**config.mk**
```make
export PLATFORM = sky130hd
export DESIGN_NAME = ptrs_symbol_and_subcarrier_mapper
export DESIGN_NICKNAME = d
export VERILOG_FILES = /design/src/design/ptrs_pkg.sv /design/src/design/ptrs_ctrl.sv /design/src/design/ptrs_datapath.sv /design/src/design/ptrs_symbol_and_subcarrier_mapper.sv
export SDC_FILE = /design/constraint.sdc
export NUM_CORES = 1
export LEC_CHECK = 0
export BUFFER_PORTS_ARGS = -buffer_cell sky130_fd_sc_hd__buf_4
export CORE_MARGIN = 3
export CORE_UTILIZATION = 58
export DETAILED_ROUTE_END_ITERATION = 16
export GPL_TIMING_DRIVEN = 0
export HOLD_SLACK_MARGIN = 0.08
export PLACE_DENSITY = 0.8
export SLEW_MARGIN = 20
export SYNTH_ARGS = -nofsm -noshare
export SYNTH_HDL_FRONTEND = slang
export SYNTH_SLANG_ARGS = --single-unit
export TNS_END_PERCENT = 50
```
**constraint.sdc**
```tcl
create_clock -name i_clk -period 6.8 [get_ports i_clk]
set_input_delay 1.36 -clock i_clk [delete_from_list [all_inputs] [get_ports i_clk]]
set_output_delay 1.36 -clock i_clk [all_outputs]
set_load 0.02 [all_outputs]
```
**src/design/ptrs_pkg.sv**
```systemverilog
`timescale 1ns / 1ps
// Shared types and constants for the PTRS symbol and subcarrier mapper.
// Used by ptrs_ctrl, ptrs_datapath and the top level; depends on nothing.
package ptrs_pkg;

    localparam int MASK_W     = 14;   // width of the symbol masks
    localparam int SYM_W      = 4;    // width of a symbol index inside the slot
    localparam int POS_W      = 5;    // symbol position plus time density headroom
    localparam int CFG_IDX_W  = 3;
    localparam int CFG_DATA_W = 16;
    localparam int RB_SC      = 12;   // subcarriers per resource block

    localparam logic [CFG_IDX_W-1:0] CFG_TIME_DENSITY = 3'd0;
    localparam logic [CFG_IDX_W-1:0] CFG_FREQ_DENSITY = 3'd1;
    localparam logic [CFG_IDX_W-1:0] CFG_RE_OFFSET    = 3'd2;
    localparam logic [CFG_IDX_W-1:0] CFG_RNTI         = 3'd3;
    localparam logic [CFG_IDX_W-1:0] CFG_NUM_RB       = 3'd4;

    typedef enum logic [1:0] {
        ST_IDLE,
        ST_SCAN,
        ST_HOLD
    } t_state;

    typedef struct packed {
        logic [1:0]  time_density_code;
        logic [2:0]  freq_density;
        logic [3:0]  re_offset;
        logic [15:0] rnti;
        logic [8:0]  num_rb;
    } t_cfg;

    typedef struct packed {
        logic load;      // capture a new allocation
        logic step;      // advance the symbol scan by one step
        logic publish;   // load the output register
    } t_dp_cmd;

    typedef struct packed {
        logic done;      // scan finished, result ready to publish
    } t_dp_status;

endpackage

```
**src/design/ptrs_ctrl.sv**
```systemverilog
`timescale 1ns / 1ps
// Controller of the PTRS mapper: sequences load, scan and result hand-off.
// Depends on ptrs_pkg for the state type and the command/status structs.
module ptrs_ctrl (
    input  logic                   i_clk,
    input  logic                   i_rst_n,
    input  logic                   i_in_valid,
    output logic                   o_in_stall,
    input  logic                   i_out_stall,
    output logic                   o_out_valid,
    output ptrs_pkg::t_dp_cmd      o_cmd,
    input  ptrs_pkg::t_dp_status   i_status
);
    import ptrs_pkg::*;

    t_state r_state, n_state;
    logic   r_out_valid, n_out_valid;
    logic   w_out_free;

    always_ff @(posedge i_clk) begin
        if (!i_rst_n) begin
            r_state     <= ST_IDLE;
            r_out_valid <= 1'b0;
        end else begin
            r_state     <= n_state;
            r_out_valid <= n_out_valid;
        end
    end

    always_comb begin
        w_out_free    = !r_out_valid || !i_out_stall;
        n_state       = r_state;
        o_cmd         = '0;
        o_in_stall    = 1'b1;
        unique case (r_state)
            ST_IDLE: begin
                o_in_stall = 1'b0;
                if (i_in_valid) begin
                    o_cmd.load = 1'b1;
                    n_state    = ST_SCAN;
                end
            end
            ST_SCAN: begin
                if (!i_status.done) begin
                    o_cmd.step = 1'b1;
                end else if (w_out_free) begin
                    o_cmd.publish = 1'b1;
                    n_state       = ST_IDLE;
                end else begin
                    n_state = ST_HOLD;
                end
            end
            ST_HOLD: begin
                // wait for the previous result to drain
                if (w_out_free) begin
                    o_cmd.publish = 1'b1;
                    n_state       = ST_IDLE;
                end
            end
            default: begin
                n_state = ST_IDLE;
            end
        endcase
        n_out_valid = o_cmd.publish || (r_out_valid && i_out_stall);
    end

    assign o_out_valid = r_out_valid;

endmodule

```
**src/design/ptrs_datapath.sv**
```systemverilog
`timescale 1ns / 1ps
// Datapath of the PTRS mapper: symbol scan registers, RB offset logic and
// the output register. Depends on ptrs_pkg; driven by ptrs_ctrl commands.
module ptrs_datapath #(
    parameter int SLOT_SYMBOLS = 14
) (
    input  logic                          i_clk,
    input  ptrs_pkg::t_dp_cmd             i_cmd,
    output ptrs_pkg::t_dp_status          o_status,
    input  ptrs_pkg::t_cfg                i_cfg,
    input  logic [ptrs_pkg::SYM_W-1:0]    i_start_symbol,
    input  logic [ptrs_pkg::SYM_W-1:0]    i_num_symbols,
    input  logic [ptrs_pkg::MASK_W-1:0]   i_dmrs_symbol_mask,
    output logic [ptrs_pkg::MASK_W-1:0]   o_ptrs_symbol_mask,
    output logic [1:0]                    o_rb_offset,
    output logic [5:0]                    o_first_subcarrier
);
    import ptrs_pkg::*;

    localparam int DMRS_EXT_W = 1 << SYM_W;
    localparam logic [MASK_W-1:0] SLOT_MASK = MASK_W'((1 << SLOT_SYMBOLS) - 1);
    localparam logic [POS_W-1:0]  LAST_SYM  = POS_W'(SLOT_SYMBOLS - 1);

    // scan state: current symbol, next PTRS candidate, last allocated symbol
    logic [POS_W-1:0]  r_l, n_l;
    logic [POS_W-1:0]  r_p, n_p;
    logic [POS_W-1:0]  r_last, n_last;
    logic              r_empty, n_empty;
    logic [MASK_W-1:0] r_dmrs, n_dmrs;
    logic [MASK_W-1:0] r_mask, n_mask;

    logic [MASK_W-1:0] r_ptrs_out;
    logic [1:0]        r_rbo_out;
    logic [5:0]        r_fsc_out;

    logic [POS_W-1:0]      w_lpt;
    logic [POS_W-1:0]      w_end_sum;
    logic [POS_W-1:0]      w_l_inc;
    logic [POS_W-1:0]      w_lref;
    logic [DMRS_EXT_W-1:0] w_dmrs_ext;
    logic                  w_dm_here;
    logic                  w_dm_next;
    logic [1:0]            w_rem;
    logic [1:0]            w_rbo;
    logic [5:0]            w_fsc;

    // rnti mod 3: base-4 digits sum to the same residue
    function automatic logic [1:0] mod3_16(input logic [15:0] v);
        logic [4:0] s5;
        logic [2:0] s3;
        logic [1:0] res;
        s5 = '0;
        for (int k = 0; k < 8; k++) begin
            s5 = s5 + 5'(v[2*k +: 2]);
        end
        s3 = 3'(s5[1:0]) + 3'(s5[3:2]) + 3'(s5[4]);
        case (s3) inside
            3'd0, 3'd3, 3'd6: res = 2'd0;
            3'd1, 3'd4, 3'd7: res = 2'd1;
            default:          res = 2'd2;
        endcase
        return res;
    endfunction

    always_comb begin
        w_lpt      = POS_W'(1) << i_cfg.time_density_code;
        w_end_sum  = POS_W'(i_start_symbol) + POS_W'(i_num_symbols) - POS_W'(1);
        w_l_inc    = r_l + POS_W'(1);
        // symbols beyond the slot read as no DM-RS
        w_dmrs_ext = DMRS_EXT_W'(r_dmrs);
        w_dm_here  = w_dmrs_ext[r_l[SYM_W-1:0]];
        w_dm_next  = w_dmrs_ext[w_l_inc[SYM_W-1:0]];
        w_lref     = w_dm_next ? w_l_inc : r_l;

        n_l     = r_l;
        n_p     = r_p;
        n_last  = r_last;
        n_empty = r_empty;
        n_dmrs  = r_dmrs;
        n_mask  = r_mask;
        if (i_cmd.load) begin
            n_l     = POS_W'(i_start_symbol);
            n_p     = POS_W'(i_start_symbol);
            n_last  = (w_end_sum > LAST_SYM) ? LAST_SYM : w_end_sum;
            n_empty = (i_num_symbols == '0) || (32'(i_start_symbol) >= SLOT_SYMBOLS);
            n_dmrs  = i_dmrs_symbol_mask & SLOT_MASK;
            n_mask  = '0;
        end else if (i_cmd.step) begin
            if (w_dm_here) begin
                // restart the reference at the DM-RS (second of a pair)
                n_p = w_lref + w_lpt;
                n_l = w_lref + POS_W'(1);
            end else if (r_l == r_p) begin
                n_mask = r_mask | (MASK_W'(1) << r_p[SYM_W-1:0]);
                n_p    = r_p + w_lpt;
                n_l    = w_l_inc;
            end else begin
                n_l = w_l_inc;
            end
        end

        // RB offset: Kpt is 2 or 4, remainder of num_rb taken by mask
        if (i_cfg.freq_density[2]) begin
            w_rem = i_cfg.num_rb[1:0];
        end else begin
            w_rem = {1'b0, i_cfg.num_rb[0]};
        end
        case (w_rem)
            2'd0:    w_rbo = i_cfg.freq_density[2] ? i_cfg.rnti[1:0] : {1'b0, i_cfg.rnti[0]};
            2'd1:    w_rbo = 2'd0;
            2'd2:    w_rbo = {1'b0, i_cfg.rnti[0]};
            default: w_rbo = mod3_16(i_cfg.rnti);
        endcase
        w_fsc = 6'(i_cfg.re_offset) + 6'(w_rbo) * 6'(RB_SC);
    end

    always_ff @(posedge i_clk) begin
        r_l     <= n_l;
        r_p     <= n_p;
        r_last  <= n_last;
        r_empty <= n_empty;
        r_dmrs  <= n_dmrs;
        r_mask  <= n_mask;
        if (i_cmd.publish) begin
            r_ptrs_out <= r_empty ? '0 : r_mask;
            r_rbo_out  <= w_rbo;
            r_fsc_out  <= w_fsc;
        end
    end

    assign o_status.done      = r_empty || (r_p > r_last);
    assign o_ptrs_symbol_mask = r_ptrs_out;
    assign o_rb_offset        = r_rbo_out;
    assign o_first_subcarrier = r_fsc_out;

endmodule

```
**src/design/ptrs_symbol_and_subcarrier_mapper.sv**
```systemverilog
`timescale 1ns / 1ps
// PTRS symbol and subcarrier mapper, top level: configuration registers,
// controller and datapath. Depends on ptrs_pkg, ptrs_ctrl, ptrs_datapath.
//
// One PDSCH allocation is taken per transaction and one result is returned.
// The symbol scan walks the allocation one symbol per clock: the item is
// accepted, one scan step is taken per visited symbol (a double DM-RS skips
// one), and the output register is loaded once the previous result has
// drained. The next allocation is taken as soon as the result sits in the
// output register, even while it is stalled. The RB offset and first
// subcarrier come from the configuration registers, which are written
// through a port that is always ready.
module ptrs_symbol_and_subcarrier_mapper #(
    parameter int SLOT_SYMBOLS = 14
) (
    input  logic                              i_clk,
    input  logic                              i_rst_n,
    input  logic                              i_in_valid,
    output logic                              o_in_stall,
    input  logic [ptrs_pkg::SYM_W-1:0]        i_start_symbol,
    input  logic [ptrs_pkg::SYM_W-1:0]        i_num_symbols,
    input  logic [ptrs_pkg::MASK_W-1:0]       i_dmrs_symbol_mask,
    output logic                              o_out_valid,
    input  logic                              i_out_stall,
    output logic [ptrs_pkg::MASK_W-1:0]       o_ptrs_symbol_mask,
    output logic [1:0]                        o_rb_offset,
    output logic [5:0]                        o_first_subcarrier,
    input  logic                              i_cfg_valid,
    output logic                              o_cfg_ready,
    input  logic [ptrs_pkg::CFG_IDX_W-1:0]    i_cfg_index,
    input  logic [ptrs_pkg::CFG_DATA_W-1:0]   i_cfg_data
);
    import ptrs_pkg::*;

    t_cfg       r_cfg;
    t_dp_cmd    w_cmd;
    t_dp_status w_status;

    assign o_cfg_ready = 1'b1;

    always_ff @(posedge i_clk) begin
        if (!i_rst_n) begin
            r_cfg.time_density_code <= 2'd1;
            r_cfg.freq_density      <= 3'd2;
            r_cfg.re_offset         <= 4'd0;
            r_cfg.rnti              <= 16'd4096;
            r_cfg.num_rb            <= 9'd50;
        end else if (i_cfg_valid && o_cfg_ready) begin
            unique case (i_cfg_index)
                CFG_TIME_DENSITY: r_cfg.time_density_code <= i_cfg_data[1:0];
                CFG_FREQ_DENSITY: r_cfg.freq_density      <= i_cfg_data[2:0];
                CFG_RE_OFFSET:    r_cfg.re_offset         <= i_cfg_data[3:0];
                CFG_RNTI:         r_cfg.rnti              <= i_cfg_data;
                CFG_NUM_RB:       r_cfg.num_rb            <= i_cfg_data[8:0];
                default: begin
                    // drop writes to unmapped indexes
                end
            endcase
        end
    end

    ptrs_ctrl u_ctrl (
        .i_clk       (i_clk),
        .i_rst_n     (i_rst_n),
        .i_in_valid  (i_in_valid),
        .o_in_stall  (o_in_stall),
        .i_out_stall (i_out_stall),
        .o_out_valid (o_out_valid),
        .o_cmd       (w_cmd),
        .i_status    (w_status)
    );

    ptrs_datapath #(
        .SLOT_SYMBOLS (SLOT_SYMBOLS)
    ) u_datapath (
        .i_clk              (i_clk),
        .i_cmd              (w_cmd),
        .o_status           (w_status),
        .i_cfg              (r_cfg),
        .i_start_symbol     (i_start_symbol),
        .i_num_symbols      (i_num_symbols),
        .i_dmrs_symbol_mask (i_dmrs_symbol_mask),
        .o_ptrs_symbol_mask (o_ptrs_symbol_mask),
        .o_rb_offset        (o_rb_offset),
        .o_first_subcarrier (o_first_subcarrier)
    );

    // an accepted allocation keeps the input side busy for the next cycle
    a_busy_after_accept: assert property (@(posedge i_clk) disable iff (!i_rst_n)
        (i_in_valid && !o_in_stall) |=> o_in_stall)
        else $error("input accepted twice in a row");

    // no PTRS symbol outside the slot
    a_mask_in_slot: assert property (@(posedge i_clk) disable iff (!i_rst_n)
        o_out_valid |-> ((o_ptrs_symbol_mask >> SLOT_SYMBOLS) == '0))
        else $error("PTRS mask has bits beyond the slot");

    // first subcarrier agrees with the offsets it was built from
    a_subcarrier: assert property (@(posedge i_clk) disable iff (!i_rst_n)
        o_out_valid |->
            (o_first_subcarrier == 6'(r_cfg.re_offset) + 6'(o_rb_offset) * 6'(RB_SC)))
        else $error("first subcarrier inconsistent with RB offset");

endmodule
```
# Yosys cells after proc, flatten, opt, wreduce, memory -nomap -nowiden
# Cells that the tools add are included.
# Widths: inputs -> output; s select.
word_totals:
  regBits: 96
  latchBits: 0
  ramBits: 0
  rom_bits: 0
  input_bits: 46
  output_inout_bits: 25
  elab_cells: 117
  memories: 0
classes:
  addsub: 16
  n_mul: 1
  div: 0
  magnitude_cmp: 5
  n_eq_ne: 17
  shifts: 2
  mux: 30
  n_bitwise: 2
  n_reduce_logical: 26
op_table:
  columns: ["operator", "count"]
  rows:
  - ["$add 5x2->5", 6]
  - ["$mux 5", 4]
  - ["$mux 2", 8]
  - ["$mux 4", 4]
  - ["$or 14x14->14", 1]
  - ["$reduce_and 2->1", 7]
  - ["$shl 1x4->14 const A", 1]
  - ["$eq 3x3->1 const B", 4]
  - ["$pmux 2 s3", 2]
  - ["$add 5x1->5 const B", 2]
  - ["$add 5x5->5", 2]
  - ["$lt 4x5->1 const B", 2]
  - ["$eq 3x2->1 const B", 3]
  - ["$mux 1", 9]
  - ["$bmux 1 s4", 2]
  - ["$add 2x2->3", 2]
  - ["$add 4x6->6", 1]
  - ["$eq 3x1->1 const B", 2]
  - ["$logic_not 3->1", 2]
  - ["$reduce_and 3->1", 2]
  - ["$reduce_or 3->1", 2]
  - ["$add 4x4->5", 1]
  - ["$eq 5x5->1", 1]
  - ["$gt 5x4->1 const B", 1]
  - ["19 further kinds", 28]

# Depth between registers and ports, before layout
depth:
  depth_word: 16
  depth_mapped: 23
  mapped_depth_nobuf: 23

# Cells and area by module
# A second synthesis with hierarchy kept.
hier_totals:
  cells_unflattened: 538
  hier_area_um2: 5733.0
modules_own_cells:
  columns: ["module", "instances", "cells_per_inst", "area_each_um2", "seq_area_each_um2"]
  rows:
  - ["ptrs_datapath", 1, 372, 4103.9, 1821.7]
  - ["ptrs_symbol_and_subcarrier_mapper", 1, 140, 1393.8, 680.7]
  - ["ptrs_ctrl", 1, 26, 235.2, 60.1]

# Worst setup path after synthesis
# OpenSTA, ideal clock, no wires.
synth_path:
  kind: "register -> register"
  startpoint: "register r_cfg[9] in the netlist's numbering"
  endpoint: "register u_datapath.r_fsc_out[4] (netlist: u_datapath.o_first_subcarrier[4]) (data pin)"
  setup_time_ps: 258
  t_arrival_ps: 5640
  t_required_ps: 6542
  setup_slack_ps: 902
  path_stages_with_launch: 22
  path_buffers: 0
  synth_period_minus_slack_ps: 5898
  path_cell_list: "dfxtp_1 > ha_1 > inv_1 > fa_1 > inv_1 > fa_1 > fa_1 > inv_1 > fa_1 > inv_1 > ha_1 > fa_1 > inv_1 > fa_1 > fa_1 > nand2b_1 > o21ai_0 > nand3_1 > a21boi_0 > ha_1 > fa_1 > xor2_1"
synth_between:
  elab_chain_len: 16
  elab_cells_between_ends: 23
  cone_classes: "add/sub (10); mul (1); eq/ne (5); mux (4); reduce/logical (3)"
synth_rtl:
  columns: ["item", "line_no", "text"]
  rows:
  - ["start, declared", "ptrs_symbol_and_subcarrier_mapper.sv:35", "t_cfg r_cfg;"]
  - ["$add 2x2->3 *", "ptrs_datapath.sv:54", "s5 = s5 + 5'(v[2*k +: 2]);"]
  - ["$add 5x2->5 * (6 in a row)", "ptrs_datapath.sv:54", null]
  - ["$add 2x2->3", "ptrs_datapath.sv:56", "s3 = 3'(s5[1:0]) + 3'(s5[3:2]) + 3'(s5[4]);"]
  - ["$add 3x1->3 *", "ptrs_datapath.sv:56", null]
  - ["$eq 3x3->1 / $eq 3x1->1 (equally long branches)", "ptrs_datapath.sv:112", "default: w_rbo = mod3_16(i_cfg.rnti);"]
  - ["$reduce_or 3->1", "ptrs_datapath.sv:57", "case (s3) inside"]
  - ["$mux 2", "ptrs_datapath.sv:57", null]
  - ["$mux 2 *", "ptrs_datapath.sv:57", null]
  - ["$pmux 2 s3 *", "ptrs_datapath.sv:108", "case (w_rem)"]
  - ["named net u_datapath.w_rbo[1]", "ptrs_datapath.sv:44", "logic [1:0] w_rbo;"]
  - ["$mul 2x2->4 *", "ptrs_datapath.sv:114", "w_fsc = 6'(i_cfg.re_offset) + 6'(w_rbo) * 6'(RB_SC);"]
  - ["$add 4x6->6 *", "ptrs_datapath.sv:114", null]
  - ["named net u_datapath.w_fsc[4]", "ptrs_datapath.sv:45", "logic [5:0] w_fsc;"]
  - ["end signal, assigned", "ptrs_datapath.sv:127", "r_fsc_out <= w_fsc;"]
  - ["end, declared", "ptrs_datapath.sv:34", "logic [5:0] r_fsc_out;"]
# The timed path passes the listed nets; every way through them passes the cells marked *.
# A chain may end at the register's enable or synchronous reset.

# Worst setup path in the final report
# Ends and elaborated chain as after synthesis.

==> flow_metrics.env <==
export IMPL_status="completed"
export IMPL_grt_start_max_net_pins=30
export IMPL_port_buffers=68
export IMPL_cts_max_level=3
export IMPL_drive_gt1_frac=0.1838
export IMPL_cts_resized_gates=0
export IMPL_die_w_um=101.7
export IMPL_startpoint_type="flip-flop"
export IMPL_antenna_found_initial=0
export IMPL_start_util=0.6030
export IMPL_cp_data_arrival_time_ps=6530
export IMPL_critPathMaxFanout=4
export IMPL_drt_iter0_markers=190
export IMPL_cts_setup_buffers=0
export IMPL_vias_per_cell=5.501
export IMPL_drc=0
export IMPL_dp_hpwl_um=8033
export IMPL_yosysSeqAreaShare=0.4486
export IMPL_cts_tree="yes"
export IMPL_fin_crit_ps=6399
export IMPL_fmax_mhz=156.3
export IMPL_clk_pin_slew_ps=100
export IMPL_nets=680
export IMPL_critPathKind="reg2reg"
export IMPL_die_y_um=101.7
export IMPL_cp_end_kind="flip-flop"
export IMPL_syn_avg_cell_area_sq_um=10.45
export IMPL_required_ps=6930
export IMPL_synthTopCellsByArea="edfxtp_1, dfxtp_1, ha_1"
export IMPL_die_area_sq_um=10340
export IMPL_gp_congestion=0.8507
export IMPL_synth_fp_nets=600
export IMPL_cts_hold_buf=0
export IMPL_synthCells=508
export IMPL_finalPower_mw=2.156
export IMPL_finish_utilization=0.7035
export IMPL_max_slew_margin=0.3019
export IMPL_wl_per_cell_um=14.98
export IMPL_async_flop_share=0
export IMPL_synth_area_sq_um=5310
export IMPL_vdd_drop_max_mv=0.2182
export IMPL_post_synth_top_count_cell="inv_1"
export IMPL_cts_buffers=9
export IMPL_finClkSkew_ps=12.95
export IMPL_syn_to_final_growth_pct=16.66
export IMPL_clk_latency_ps=370
export IMPL_grt_pass1_wl_um=17040
export IMPL_grt_overflow_total=0
export IMPL_fin_setup_tns_ps=0
export IMPL_track_usage=0.2128
export IMPL_wirelength_um=10500
export IMPL_ant_nets=0
export IMPL_cap_violations=0
export IMPL_synth_top_flop_cell="edfxtp_1"
export IMPL_fp_row_count=34
export IMPL_rsz0062_at_grt="false"
export IMPL_leakage_nw=2.645
export IMPL_hold_viol_final=0
export IMPL_core_sq_um=8806
export IMPL_clock_sinks=94
export IMPL_worstMarginPinSlew_ps=1045
export IMPL_ys_warn_count=0
export IMPL_clk_path_buf_depth=2
export IMPL_finalMaxSlewViolations=0
export IMPL_synth_enable_flop_cells=50
export IMPL_root_buffer="clkbuf_8"
export IMPL_p_per_area_nw_per_um2=348.0
export IMPL_synth_area_leader_cell="edfxtp_1"
export IMPL_hp_class="reg2reg"
export IMPL_synth_commonest_cells="inv_1, nand2_1, edfxtp_1"
export IMPL_drtPass1Iterations=5
export IMPL_setup_violations=0
export IMPL_diodes=0
export IMPL_ys_seq_elements=94
export IMPL_yosys_area_top_type_share=0.2828
export IMPL_period_share=0.9411
export IMPL_vias=3856
export IMPL_synth_cell_types=65
export IMPL_num_io_pins=71
export IMPL_grt_pass1_vias=3713
## worst max-delay path: stages (launching register included)
cell      delay (ps)
dfxtp_1          370
ha_1             160
inv_1             50
fa_1             480
inv_1             50
fa_1             480
fa_1             550
inv_1             60
fa_1             530
inv_1             50
ha_1             210
fa_1             480
inv_1             60
fa_1             440
fa_1             560
nand2b_1          60
o21ai_0          150
nand3_1          100
a21boi_0         370
ha_1             360
fa_1             440
xor2_1           170
## metal layers
metal / vias up / GRT usage / routed length [um] / share of wire
li1: 1895 / - / - / -
met1: 1839 / 0.2788 / 4639 / 0.44
met3: 17 / 0.03581 / 503 / 0.048
met5: - / 0 / 0 / 0
met4: 0 / 0.08793 / 204 / 0.019
met2: 105 / 0.3516 / 5156 / 0.49
## layout by cell type (no fill, tap or decap), drive strengths merged, types with 3 or more instances in the layout
| master | netlist | final |
|---|---|---|
| nor2b | 28 | 28 |
| a21oi | 19 | 19 |
| and3 | 5 | 5 |
| dfxtp | 44 | 44 |
| and2 | 5 | 5 |
| xor2 | 12 | 12 |
| a31oi | 4 | 4 |
| a32oi | 3 | 3 |
| mux4 | 4 | 4 |
| edfxtp | 50 | 50 |
| a221oi | 3 | 3 |
| o21ai | 12 | 12 |
| nor2 | 30 | 30 |
| buf | 8 | 77 |
| mux2 | 3 | 3 |
| ha | 30 | 30 |
| mux2i | 21 | 21 |
| nor3b | 4 | 4 |
| clkbuf | 13 | 23 |
| inv | 57 | 60 |
| a21o | 6 | 6 |
| xnor2 | 8 | 8 |
| fa | 16 | 16 |
| nand3 | 11 | 11 |
| nor3 | 5 | 5 |
| nand2 | 54 | 54 |
| o21a | 3 | 3 |
| nand2b | 4 | 4 |
| a21boi | 19 | 19 |
## kinds of logic after synthesis
logic type / synth area share
and+or+nand+nor: 0.1461
DFF: 0.4486
AOI/OAI and AO/OA: 0.1098
buffers and inverters: 0.06220
adders and majority gates: 0.1310
muxes: 0.06645
xor gates and xnor gates: 0.03440
other: 0.001414
## power breakdown
| group | switching, mW | leakage, nW | total (mW) | internal (mW) |
|---|---|---|---|---|
| combinational | 0.570 | 1.72 | 1.02 | 0.449 |
| clock | 0.212 | 0.107 | 0.409 | 0.197 |
| sequential | 0.0485 | 0.820 | 0.728 | 0.679 |
## path summary, 6_finish.rpt
| kind | from | end | slack, ps | cells after the start |
|---|---|---|---|---|
| setup reg to reg | r_cfg[9]$_SDFFE_PN0P_ | u_datapath.o_first_subcarrier[4]$_DFFE_PP_ | 400 | 21 |
| hold / removal | r_cfg[25]$_SDFFE_PN0P_ | u_datapath.o_first_subcarrier[0]$_DFFE_PP_ | 450 | 0 |
| setup / recovery | r_cfg[9]$_SDFFE_PN0P_ | u_datapath.o_first_subcarrier[4]$_DFFE_PP_ | 400 | 21 |
| hold reg to reg | r_cfg[25]$_SDFFE_PN0P_ | u_datapath.o_first_subcarrier[0]$_DFFE_PP_ | 450 | 0 |
## flip-flops by register name, indices dropped and copies added, names as in the netlist, 5 cells and up
name,cells
r_cfg,25
u_datapath.o_first_subcarrier,6
u_datapath.o_ptrs_symbol_mask,14
u_datapath.r_dmrs,14
u_datapath.r_l,5
u_datapath.r_last,5
u_datapath.r_mask,14
u_datapath.r_p,5
## area by class of cell
type	instances	area (sq um)
Multi-Input combinational cell	336	2601
Sequential cell	94	2382
Fill cell	675	2611
Inverter	57	214.0
Clock buffer	10	148.9
Clock inverter	6	73.82
Buffer	21	117.6
Timing Repair Buffer	69	521.8
Tap cell	108	135.1
## per-stage QoR
| step | instance area [sq um] | instances | hold WS [ps] | worst slack, ps |
|---|---|---|---|---|
| 2_1_floorplan | 5310 | 508 | 407.6 | 902.3 |
| 3_3_place_gp | 5956 | 684 | 425.5 | 584.0 |
| 3_5_place_dp | 5972 | 685 | 428.8 | 424.2 |
| 4_1_cts | 6195 | 701 | 451.8 | 367.9 |
| 5_1_grt | 6195 | 701 | 481.9 | 91.74 |
| 6_report | 6195 | 701 | 448.0 | 400.5 |
Power figures use the tool's default switching activity.
